--- config.mk ---
export PLATFORM = sky130hd
export DESIGN_NAME = relative_path_validator_unit
export DESIGN_NICKNAME = d
export VERILOG_FILES = /design/src/hdl/rpv_pkg.sv /design/src/hdl/rpv_rules.sv /design/src/hdl/relative_path_validator_unit.sv
export SDC_FILE = /design/constraint.sdc
export NUM_CORES = 1
export LEC_CHECK = 0
export BUFFER_PORTS_ARGS = -buffer_cell sky130_fd_sc_hd__buf_2
export CORE_UTILIZATION = 55
export CTS_BUF_LIST = sky130_fd_sc_hd__clkbuf_16
export DETAILED_ROUTE_END_ITERATION = 8
export PLACE_DENSITY_LB_ADDON = 0.05
export SYNTH_ARGS = -nofsm -noshare
export SYNTH_HDL_FRONTEND = slang
export SYNTH_SLANG_ARGS = --single-unit
--- constraint.sdc ---
create_clock -name clk -period 4.7 [get_ports clk]
set_clock_uncertainty 0.05 [all_clocks]
set_input_delay 0.705 -clock clk [delete_from_list [all_inputs] [get_ports clk]]
set_output_delay 0.705 -clock clk [all_outputs]
set_load 0.01 [all_outputs]
--- src/hdl/rpv_pkg.sv ---
package rpv_pkg;

  // Fixed field and register widths.
  localparam int CharW     = 8;
  localparam int ReasonW   = 4;
  localparam int PathRegW  = 13;
  localparam int CompRegW  = 8;
  localparam int DataW     = 32;
  localparam int AddrW     = 3;

  // Default capacity of the path buffer, terminator included.
  localparam int PathBytesMaxDef = 4096;

  // Register reset values.
  localparam logic [PathRegW-1:0] PathLimitRst = 13'd256;
  localparam logic [CompRegW-1:0] CompLimitRst = 8'd64;

  // Register indexes.
  localparam logic RegPathLimit = 1'b0;
  localparam logic RegCompLimit = 1'b1;

  // Character codes.
  localparam logic [CharW-1:0] ChNul   = 8'h00;
  localparam logic [CharW-1:0] ChSpace = 8'd32;
  localparam logic [CharW-1:0] ChDel   = 8'd127;
  localparam logic [CharW-1:0] ChColon = 8'h3a;
  localparam logic [CharW-1:0] ChSlash = 8'h2f;
  localparam logic [CharW-1:0] ChBslash = 8'h5c;
  localparam logic [CharW-1:0] ChDot   = 8'h2e;

  // Reason codes.
  localparam logic [ReasonW-1:0] RsnOk        = 4'd0;
  localparam logic [ReasonW-1:0] RsnEmpty     = 4'd1;
  localparam logic [ReasonW-1:0] RsnLead      = 4'd2;
  localparam logic [ReasonW-1:0] RsnBadCh     = 4'd3;
  localparam logic [ReasonW-1:0] RsnEmptyComp = 4'd4;
  localparam logic [ReasonW-1:0] RsnDot       = 4'd5;
  localparam logic [ReasonW-1:0] RsnDotDot    = 4'd6;
  localparam logic [ReasonW-1:0] RsnCompLong  = 4'd7;
  localparam logic [ReasonW-1:0] RsnPathLong  = 4'd8;

  // Component and error state carried from character to character.
  typedef struct packed {
    logic [CompRegW-1:0] clen;
    logic                fdot;
    logic                sdot;
    logic                err;
    logic [ReasonW-1:0]  code;
  } rpv_comp_t;

  // Verdict for a finished path.
  typedef struct packed {
    logic               emit;
    logic               valid_res;
    logic [ReasonW-1:0] reason;
  } rpv_verdict_t;

endpackage

--- src/hdl/rpv_rules.sv ---
module rpv_rules #(
  parameter int PosW = 12,
  parameter int LimW = 13
) (
  input  logic [rpv_pkg::CharW-1:0]    ch,
  input  logic [PosW-1:0]              pos,
  input  rpv_pkg::rpv_comp_t           comp,
  input  logic [LimW-1:0]              plim,
  input  logic [rpv_pkg::CompRegW-1:0] clim,
  output logic [PosW-1:0]              pos_nxt,
  output rpv_pkg::rpv_comp_t           comp_nxt,
  output rpv_pkg::rpv_verdict_t        verdict
);

  logic                         is_sep;
  logic                         is_bad;
  logic                         path_full;
  logic                         comp_full;
  logic [rpv_pkg::ReasonW-1:0]  comp_code;
  logic [rpv_pkg::ReasonW-1:0]  term_code;
  logic                         term_err;

  // Character classes and limit checks.
  assign is_sep    = (ch == rpv_pkg::ChSlash) || (ch == rpv_pkg::ChBslash);
  assign is_bad    = (ch < rpv_pkg::ChSpace) || (ch == rpv_pkg::ChDel) ||
                     (ch == rpv_pkg::ChColon);
  assign path_full = ({{(LimW-PosW){1'b0}}, pos} + LimW'(1)) >= plim;
  assign comp_full = ({1'b0, comp.clen} + 9'd1) > {1'b0, clim};

  // How the current component ends.
  always_comb begin
    if (comp.clen == '0) begin
      comp_code = rpv_pkg::RsnEmptyComp;
    end else if ((comp.clen == 8'd1) && comp.fdot) begin
      comp_code = rpv_pkg::RsnDot;
    end else if ((comp.clen == 8'd2) && comp.fdot && comp.sdot) begin
      comp_code = rpv_pkg::RsnDotDot;
    end else begin
      comp_code = rpv_pkg::RsnOk;
    end
  end

  // Final error for the terminator.
  always_comb begin
    term_err  = comp.err;
    term_code = comp.code;
    if (!comp.err) begin
      if (pos == '0) begin
        term_err  = 1'b1;
        term_code = rpv_pkg::RsnEmpty;
      end else if (comp_code != rpv_pkg::RsnOk) begin
        term_err  = 1'b1;
        term_code = comp_code;
      end
    end
  end

  // Rule sequence for one character.
  always_comb begin
    pos_nxt           = pos;
    comp_nxt          = comp;
    verdict.emit      = 1'b0;
    verdict.valid_res = ~term_err;
    verdict.reason    = term_code;
    if (ch == rpv_pkg::ChNul) begin
      verdict.emit = 1'b1;
      pos_nxt      = '0;
      comp_nxt     = '0;
    end else if (comp.err) begin
      // Later characters are ignored once an error is held.
    end else if ((pos == '0) && is_sep) begin
      comp_nxt.err  = 1'b1;
      comp_nxt.code = rpv_pkg::RsnLead;
    end else if (path_full) begin
      comp_nxt.err  = 1'b1;
      comp_nxt.code = rpv_pkg::RsnPathLong;
    end else if (is_bad) begin
      comp_nxt.err  = 1'b1;
      comp_nxt.code = rpv_pkg::RsnBadCh;
    end else if (is_sep) begin
      if (comp_code != rpv_pkg::RsnOk) begin
        comp_nxt.err  = 1'b1;
        comp_nxt.code = comp_code;
      end else begin
        comp_nxt.clen = '0;
        comp_nxt.fdot = 1'b0;
        comp_nxt.sdot = 1'b0;
        pos_nxt       = pos + PosW'(1);
      end
    end else begin
      if (comp.clen == '0) begin
        comp_nxt.fdot = (ch == rpv_pkg::ChDot);
      end else if (comp.clen == 8'd1) begin
        comp_nxt.sdot = (ch == rpv_pkg::ChDot);
      end
      if (comp_full) begin
        comp_nxt.err  = 1'b1;
        comp_nxt.code = rpv_pkg::RsnCompLong;
      end else begin
        comp_nxt.clen = comp.clen + 8'd1;
        pos_nxt       = pos + PosW'(1);
      end
    end
  end

endmodule

--- src/hdl/relative_path_validator_unit.sv ---
// Channel | Ports                                                | Transfer
// --------+------------------------------------------------------+---------------------------
// input   | in_valid, in_ready, in_ch                            | one path character
// result  | out_valid, out_ready, out_valid_res, out_reason      | one verdict per terminator
// config  | psel, penable, pwrite, paddr, pwdata, prdata, pready | register write or read
//
// One character is accepted per cycle unless a waiting terminator holds off the input,
// and is held in an input register, where the rule stage judges it; a verdict is loaded
// into the result register when its terminator passes the rule stage.
// The single rule stage updates the path state whenever a held character advances.
// Reset (synchronous, rst_n low) clears the path state and loads the register defaults.
// A terminator waits in the input register only while the result register is full and not
// taken, and the input is held off meanwhile; other characters never wait there.
module relative_path_validator_unit #(
  parameter int PATH_BYTES_MAX = rpv_pkg::PathBytesMaxDef
) (
  input  logic                          clk,
  input  logic                          rst_n,
  input  logic                          in_valid,
  output logic                          in_ready,
  input  logic [rpv_pkg::CharW-1:0]     in_ch,
  output logic                          out_valid,
  input  logic                          out_ready,
  output logic                          out_valid_res,
  output logic [rpv_pkg::ReasonW-1:0]   out_reason,
  input  logic                          psel,
  input  logic                          penable,
  input  logic                          pwrite,
  input  logic [rpv_pkg::AddrW-1:0]     paddr,
  input  logic [rpv_pkg::DataW-1:0]     pwdata,
  output logic [rpv_pkg::DataW-1:0]     prdata,
  output logic                          pready
);

  localparam int PosW  = $clog2(PATH_BYTES_MAX);
  localparam int NeedW = $clog2(PATH_BYTES_MAX + 1);
  localparam int LimW  = (NeedW > rpv_pkg::PathRegW) ? NeedW : rpv_pkg::PathRegW;

  logic [rpv_pkg::PathRegW-1:0] path_limit_r;
  logic [rpv_pkg::CompRegW-1:0] comp_limit_r;
  logic [LimW-1:0]              plim_wide;
  logic [LimW-1:0]              plim;
  logic [rpv_pkg::CompRegW-1:0] clim;
  logic                         cfg_wr;

  logic                         ch_vld_r;
  logic [rpv_pkg::CharW-1:0]    ch_r;
  logic                         stage_go;

  logic [PosW-1:0]              pos_r;
  logic [PosW-1:0]              pos_nxt;
  rpv_pkg::rpv_comp_t           comp_r;
  rpv_pkg::rpv_comp_t           comp_nxt;
  rpv_pkg::rpv_verdict_t        verdict;

  logic                         out_vld_r;
  logic                         out_res_r;
  logic [rpv_pkg::ReasonW-1:0]  out_rsn_r;
  logic                         out_free;

  // Configuration registers.
  assign pready = 1'b1;
  assign cfg_wr = psel && penable && pwrite && pready;

  always_ff @(posedge clk) begin
    if (!rst_n) begin
      path_limit_r <= rpv_pkg::PathLimitRst;
      comp_limit_r <= rpv_pkg::CompLimitRst;
    end else if (cfg_wr) begin
      if (paddr[2] == rpv_pkg::RegPathLimit) begin
        path_limit_r <= pwdata[rpv_pkg::PathRegW-1:0];
      end else begin
        comp_limit_r <= pwdata[rpv_pkg::CompRegW-1:0];
      end
    end
  end

  always_comb begin
    if (paddr[2] == rpv_pkg::RegPathLimit) begin
      prdata = {{(rpv_pkg::DataW-rpv_pkg::PathRegW){1'b0}}, path_limit_r};
    end else begin
      prdata = {{(rpv_pkg::DataW-rpv_pkg::CompRegW){1'b0}}, comp_limit_r};
    end
  end

  // Effective limits: path limit clamped to the buffer range, component limit at least one.
  assign plim_wide = {{(LimW-rpv_pkg::PathRegW){1'b0}}, path_limit_r};
  always_comb begin
    if (plim_wide < LimW'(2)) begin
      plim = LimW'(2);
    end else if (plim_wide > LimW'(PATH_BYTES_MAX)) begin
      plim = LimW'(PATH_BYTES_MAX);
    end else begin
      plim = plim_wide;
    end
  end
  assign clim = (comp_limit_r == '0) ? 8'd1 : comp_limit_r;

  // Input register; a terminator advances only when the result register can take it.
  assign out_free = !out_vld_r || out_ready;
  assign stage_go = ch_vld_r && ((ch_r != rpv_pkg::ChNul) || out_free);
  assign in_ready = !ch_vld_r || stage_go;

  always_ff @(posedge clk) begin
    if (!rst_n) begin
      ch_vld_r <= 1'b0;
    end else if (in_ready) begin
      ch_vld_r <= in_valid;
    end
  end

  always_ff @(posedge clk) begin
    if (in_ready && in_valid) begin
      ch_r <= in_ch;
    end
  end

  // Rule stage.
  rpv_rules #(
    .PosW (PosW),
    .LimW (LimW)
  ) u_rules (
    .ch       (ch_r),
    .pos      (pos_r),
    .comp     (comp_r),
    .plim     (plim),
    .clim     (clim),
    .pos_nxt  (pos_nxt),
    .comp_nxt (comp_nxt),
    .verdict  (verdict)
  );

  always_ff @(posedge clk) begin
    if (!rst_n) begin
      pos_r  <= '0;
      comp_r <= '0;
    end else if (stage_go) begin
      pos_r  <= pos_nxt;
      comp_r <= comp_nxt;
    end
  end

  // Result register.
  always_ff @(posedge clk) begin
    if (!rst_n) begin
      out_vld_r <= 1'b0;
    end else if (stage_go && verdict.emit) begin
      out_vld_r <= 1'b1;
    end else if (out_ready) begin
      out_vld_r <= 1'b0;
    end
  end

  always_ff @(posedge clk) begin
    if (stage_go && verdict.emit) begin
      out_res_r <= verdict.valid_res;
      out_rsn_r <= verdict.reason;
    end
  end

  assign out_valid     = out_vld_r;
  assign out_valid_res = out_res_r;
  assign out_reason    = out_rsn_r;

`ifndef SYNTHESIS
  // The error flag and a non-zero reason always travel together.
  a_err_code: assert property (@(posedge clk) disable iff (!rst_n)
    comp_r.err == (comp_r.code != rpv_pkg::RsnOk))
    else $error("error flag and reason code disagree");

  // A delivered pass carries reason zero and a fail carries a reason.
  a_verdict: assert property (@(posedge clk) disable iff (!rst_n)
    out_valid |-> (out_valid_res == (out_reason == rpv_pkg::RsnOk)))
    else $error("verdict and reason disagree");

  // Input stalls only behind a terminator waiting for a full result register.
  a_stall: assert property (@(posedge clk) disable iff (!rst_n)
    !in_ready |-> (ch_vld_r && (ch_r == rpv_pkg::ChNul) && out_valid && !out_ready))
    else $error("input stalled without cause");

  // A verdict leaves the path state cleared.
  a_clear: assert property (@(posedge clk) disable iff (!rst_n)
    (stage_go && verdict.emit) |=> ((pos_r == '0) && (comp_r == '0)))
    else $error("path state not cleared after verdict");
`endif

endmodule
==> results of run 1 <==
[synthesized netlist by cell type, drive strengths merged, types with 3 or more instances]
cell	count	area share
o211ai	7	0.017
o21ai	19	0.024
or3	3	0.0057
nand2b	3	0.0045
a21o	7	0.013
mux2i	3	0.0072
and3	15	0.023
nand2	84	0.076
edfxtp	13	0.094
xor2	6	0.013
o31ai	7	0.013
a31oi	6	0.0090
a211oi	4	0.0096
mux2	8	0.022
or2	3	0.0045
ha	27	0.081
a32o	7	0.017
nor2	26	0.023
buf	26	0.042
dfxtp	50	0.24
nand3	26	0.035
a21oi	34	0.041
xnor2	7	0.015
nand4	7	0.011
nor3	14	0.018
inv	22	0.020
nor4	7	0.019
nor2b	15	0.023
clkbuf	8	0.0072
[kinds of logic (layout without fill, tap and decap cells)]
group / after synthesis / in the layout / share of synthesized area
fa+ha+maj: 27 / 27 / 0.0810
mux: 11 / 11 / 0.0288
other cells: 2 / 20 / 0.00180
simple gates: 210 / 210 / 0.264
xor+xnor: 13 / 13 / 0.0273
buf+inv: 56 / 91 / 0.0693
compound gates: 113 / 113 / 0.194
flops: 63 / 63 / 0.334
[layer usage]
metal	GRT usage	share of wire
met2	0.406	0.46
met1	0.368	0.48
met3	0.0499	0.045
met5	0	0
met4	0.0592	0.012
[per-stage QoR]
stage	hold WS, ns	cell area [um^2]
2_1_floorplan	0.386	4240
3_3_place_gp	0.394	4430
3_5_place_dp	0.400	4430
4_1_cts	0.408	4730
5_1_grt	0.436	4730
6_report	0.409	4730
[worst max path at each step]
stage,endpoint,start,depth (start not counted),slack [ns]
2_1_floorplan,comp_r[0],pos_r[0],15,0.97
6_report,comp_r[0],pos_r[0],16,0.51
4_1_cts,comp_r[0],pos_r[0],16,0.50
5_1_grt,pos_r[11],pos_r[0],16,0.26
3_3_place_gp,comp_r[0],pos_r[0],16,0.55
3_5_place_dp,comp_r[0],pos_r[0],16,0.51
[sequential cells by signal, summed over array words and instances (netlist names)]
| register | cells |
|---|---|
| path_limit_r | 13 |
| ch_r | 8 |
| out_valid_res | 1 |
| pos_r | 12 |
| out_valid | 1 |
| comp_limit_r | 8 |
| out_reason | 4 |
| ch_vld_r | 1 |
| comp_r | 15 |
[where the power goes]
| part | switching (uW) | internal (uW) |
|---|---|---|
| registers | 26.7 | 573 |
| clock network | 235 | 434 |
| logic | 162 | 106 |
[area by class of cell]
| class | instances | area [um^2] |
|---|---|---|
| Clock buffer | 10 | 250 |
| Clock inverter | 6 | 50.0 |
| Fill cell | 662 | 2560 |
| Inverter | 22 | 82.6 |
| Multi-Input combinational cell | 394 | 2560 |
| Sequential cell | 63 | 1390 |
| Tap cell | 99 | 124 |
| Timing Repair Buffer | 53 | 278 |
[worst reg2reg max path, stage by stage (launching register included)]
cell and delay, ns:
dfxtp_1 0.36, ha_1 0.29, and3_1 0.22, and3_1 0.21
and3_1 0.21, and3_1 0.20, nor2b_1 0.13, or2_2 0.27
ha_1 0.28, o2111a_1 0.29, nand3_1 0.10, o21ai_0 0.35
a211oi_2 0.10, buf_4 0.18, a31o_4 0.25, or4b_1 0.51
a21oi_1 0.13
==> results.py, run 1 <==
metrics = {
    "run_status": {
        "status": "completed",
    },
    "setup_path": {
        "r2r_slack_ns": 0.51,
        "cp_data_required_time_ns": 4.90,
        "worst_setup_path_start_kind": "flip-flop",
        "r2r-start": "pos_r[0]",
        "cp_slowest_cell": "or4b_1",
        "rr_endpoint": "comp_r[0]",
        "path_buf_inv": 1,
        "critPathArrivalTime_ns": 4.39,
        "reg2regPathDepth": 16,
        "max_stage_delay_ns": 0.51,
        "path_class": "reg2reg",
        "crit_chain": "ha_1 > and3_1 > and3_1 > and3_1 > and3_1 > nor2b_1 > or2_2 > ha_1 > o2111a_1 > nand3_1 > o21ai_0 > a211oi_2 > buf_4 > a31o_4 > or4b_1 > a21oi_1",
        "cp_max_fo": 6,
        "cp_top_family": "simple AND/OR/NAND/NOR gates",
        "cp_common_cell": "and3_1",
        "cp-end-kind": "flip-flop",
    },
    "power": {
        "ir_worst_vdd_v": 0.000175,
        "leakagePower_uw": 0.00200,
        "powerDensity_mw_per_mm2": 325,
        "report.power.total_uw": 1540,
    },
    "route": {
        "wl_per_cell_um": 15.2,
        "via_per_inst": 5.74,
        "wirelength_um": 9860,
        "ant_nets": 0,
        "drc": 0,
        "dr.first_iter.drc_count": 222,
        "vias": 3713,
        "dr.pass1.iters": 5,
    },
    "min_path": {
        "min_path_cells": 2,
        "holdCritStartpoint": "comp_r[0]",
        "min_to": "comp_r[0]",
        "hp-class": "reg2reg",
    },
    "placed_design": {
        "dp.final_hpwl_um": 7350,
        "globalplace.congestion": 0.991,
        "dp_cells": 631,
        "port_buffers": 48,
        "pre_cts_ws_ns": 0.510,
    },
    "final_layout": {
        "drive_gt1_frac": 0.175,
        "final_cell_mix": "nand2_1, dfxtp_1, buf_2",
        "final_cells": 647,
        "final_common_cell": "nand2_1",
        "antennaDiodeCount": 0,
        "fin_util": 0.649,
        "layout.nets": 620,
        "area_growth_pct": 13.5,
    },
    "sta": {
        "tns_ns": 0,
        "drv_slew": 0,
        "worst_slack_ns": 0.506,
        "rsz0062_at_grt": "false",
        "period_share": 0.892,
        "tightest_slew_ns": 1.08,
        "max_freq_mhz": 238,
        "layout_min_cycle_time_ns": 4.19,
        "relSlewSlack": 0.278,
        "finalSetupViolCount": 0,
        "hold_viol": 0,
    },
    "global_route": {
        "first_global_vias": 3215,
        "grtUsageTotal": 0.258,
        "grt_first_pass_wirelength_um": 15500,
        "grt_overflow_total": 0,
        "antenna_found_initial": 0,
        "grt_max_degree": 31,
    },
    "floorplanning": {
        "initial_core_util": 0.572,
        "boundaryPins": 90,
        "core_area_mm2": 0.00729,
        "num_rows": 31,
        "die_h_um": 89.1,
        "die_area_mm2": 0.00793,
        "die_x_um": 89.1,
    },
    "cts": {
        "post_cts_buffers": 0,
        "htree_levels": 3,
        "path_clk_slew_ns": 0.06,
        "cts_root_buffer": "clkbuf_16",
        "clk_latency_ns": 0.33,
        "postCtsHoldBufs": 0,
        "clock_sinks": 63,
        "cts_tree": "yes",
        "clockBufferDepth": 2,
        "cts-resized-gates": 0,
        "cts_buffers": 9,
    },
    "yosys": {
        "ys_ff_latch": 63,
        "synth_area_per_cell_um2": 8.42,
        "syn_area_mm2": 0.00417,
        "synthCells": 495,
        "yosysSeqAreaShare": 0.334,
        "synth-main-ff-cell": "dfxtp_1",
        "yosysWarnings": 0,
        "async_flop_share": 0,
        "synthDistinctLibCells": 67,
        "synth_edf_count": 13,
    },
    "job": {
        "drv_cap": 0,
    },
}
No activity file was read; power rests on OpenSTA's default activity.
==> run 2, diff against run 1 <==
CORE_UTILIZATION = 30   (was 55)
==> results.py, run 2 (synthesis results as in run 1) <==
metrics = {
    "sta": {
        "tightest_slew_ns": 0.927,
        "relSlewSlack": 0.380,
        "rsz0062_at_grt": "false",
        "finalSetupViolCount": 0,
        "max_freq_mhz": 233,
        "tns_ns": 0,
        "worst_slack_ns": 0.412,
        "layout_min_cycle_time_ns": 4.29,
        "period_share": 0.912,
        "hold_viol": 0,
        "drv_slew": 0,
    },
    "final_layout": {
        "reg_top3": "comp_r x15, path_limit_r x13, pos_r x12",
        "area_growth_pct": 16.3,
        "antennaDiodeCount": 0,
        "final_cell_mix": "nand2_1, dfxtp_1, buf_2",
        "final_common_cell": "nand2_1",
        "largest_register_ffs": 15,
        "layout.nets": 621,
        "drive_gt1_frac": 0.180,
        "top_register": "comp_r",
        "final_cells": 725,
    },
    "cts": {
        "cts_tree": "yes",
        "clk_latency_ns": 0.34,
        "cts-resized-gates": 0,
        "path_clk_slew_ns": 0.06,
        "postCtsHoldBufs": 0,
        "htree_levels": 3,
        "cts_root_buffer": "clkbuf_16",
        "cts_buffers": 9,
        "clockBufferDepth": 2,
        "post_cts_buffers": 0,
        "clock_sinks": 63,
    },
    "route": {
        "dr.pass1.iters": 5,
        "wl_per_cell_um": 16.0,
        "drc": 0,
        "wirelength_um": 11600,
        "via_per_inst": 5.11,
        "dr.first_iter.drc_count": 233,
        "vias": 3702,
        "ant_nets": 0,
    },
    "global_route": {
        "antenna_found_initial": 0,
        "grt_overflow_total": 0,
        "grtUsageTotal": 0.171,
        "grt_first_pass_wirelength_um": 18800,
        "first_global_vias": 3446,
        "grt_max_degree": 23,
    },
    "power": {
        "leakagePower_uw": 0.00200,
        "powerDensity_mw_per_mm2": 327,
        "ir_worst_vdd_v": 0.000198,
    },
    "floorplanning": {
        "boundaryPins": 90,
        "num_rows": 42,
        "initial_core_util": 0.311,
        "core_area_mm2": 0.0134,
        "die_area_mm2": 0.0144,
        "die_x_um": 120,
        "die_h_um": 120,
    },
    "placed_design": {
        "pre_cts_ws_ns": 0.405,
        "globalplace.congestion": 0.803,
        "port_buffers": 48,
        "dp_cells": 709,
        "dp.final_hpwl_um": 8810,
    },
    "setup_path": {
        "worst_setup_path_start_kind": "flip-flop",
        "cp_max_fo": 8,
        "critPathArrivalTime_ns": 4.51,
        "cp-end-kind": "flip-flop",
        "r2r_slack_ns": 0.41,
        "cp_data_required_time_ns": 4.92,
        "path_class": "reg2reg",
    },
    "run_status": {
        "status": "completed",
    },
    "job": {
        "drv_cap": 0,
    },
    "min_path": {
        "hp-class": "reg2reg",
    },
}
[run 2: report_power, final]
part           switching [uW]  internal (uW)  total [uW]
Clock                     255            460         715
Combinational             167            106         273
Sequential               28.3            572         601
[run 2: area by class of cell]
type                       instances  area (um^2)
fill                            1438         8550
sequential                        63         1390
tap                              176          220
clock buffer                       9          225
timing repair buffer              54          285
clock inverter                     7         88.8
multi-input combinational        394         2560
inverter                          22         82.6
[run 2: routing by layer]
layer	vias to the layer above	track usage	share of wire
met4	0	0.0469	0.0099
met1	1778	0.240	0.50
li1	1849	-	-
met2	68	0.257	0.46
met3	7	0.0447	0.038
met5	-	0	0
[run 2: worst paths after layout]
path	end	cells past startpoint	from
worst max-delay path	comp_r[14]	16	pos_r[0]
worst min-delay path	comp_r[0]	2	comp_r[0]
worst max register to register	comp_r[14]	16	pos_r[0]
worst min register to register	comp_r[0]	2	comp_r[0]
[run 2: worst max-delay path, stage by stage (launching register included)]
cell and delay, ns:
dfxtp_1 0.37, ha_1 0.28, and3_1 0.22, and3_1 0.22
and3_1 0.21, and3_1 0.21, nor2b_1 0.14, or2_2 0.28
ha_1 0.29, o2111a_1 0.21, nand3_1 0.11, o21ai_0 0.17
a211oi_2 0.49, a31oi_1 0.15, buf_4 0.20, nor2_1 0.39
mux2i_1 0.23
[run 2: stage by stage]
| stage | hold slack (ns) | utilization | area, um^2 | power (uW) |
|---|---|---|---|---|
| after CTS | 0.406 | 0.362 | 4850 | 1610 |
| after global placement | 0.399 | 0.339 | 4540 | 885 |
| after global routing | 0.445 | 0.362 | 4850 | 1660 |
| after floorplan | 0.386 | - | 4240 | 807 |
| after detailed placement | 0.398 | 0.339 | 4540 | 885 |
| final | 0.409 | 0.362 | 4850 | 1590 |
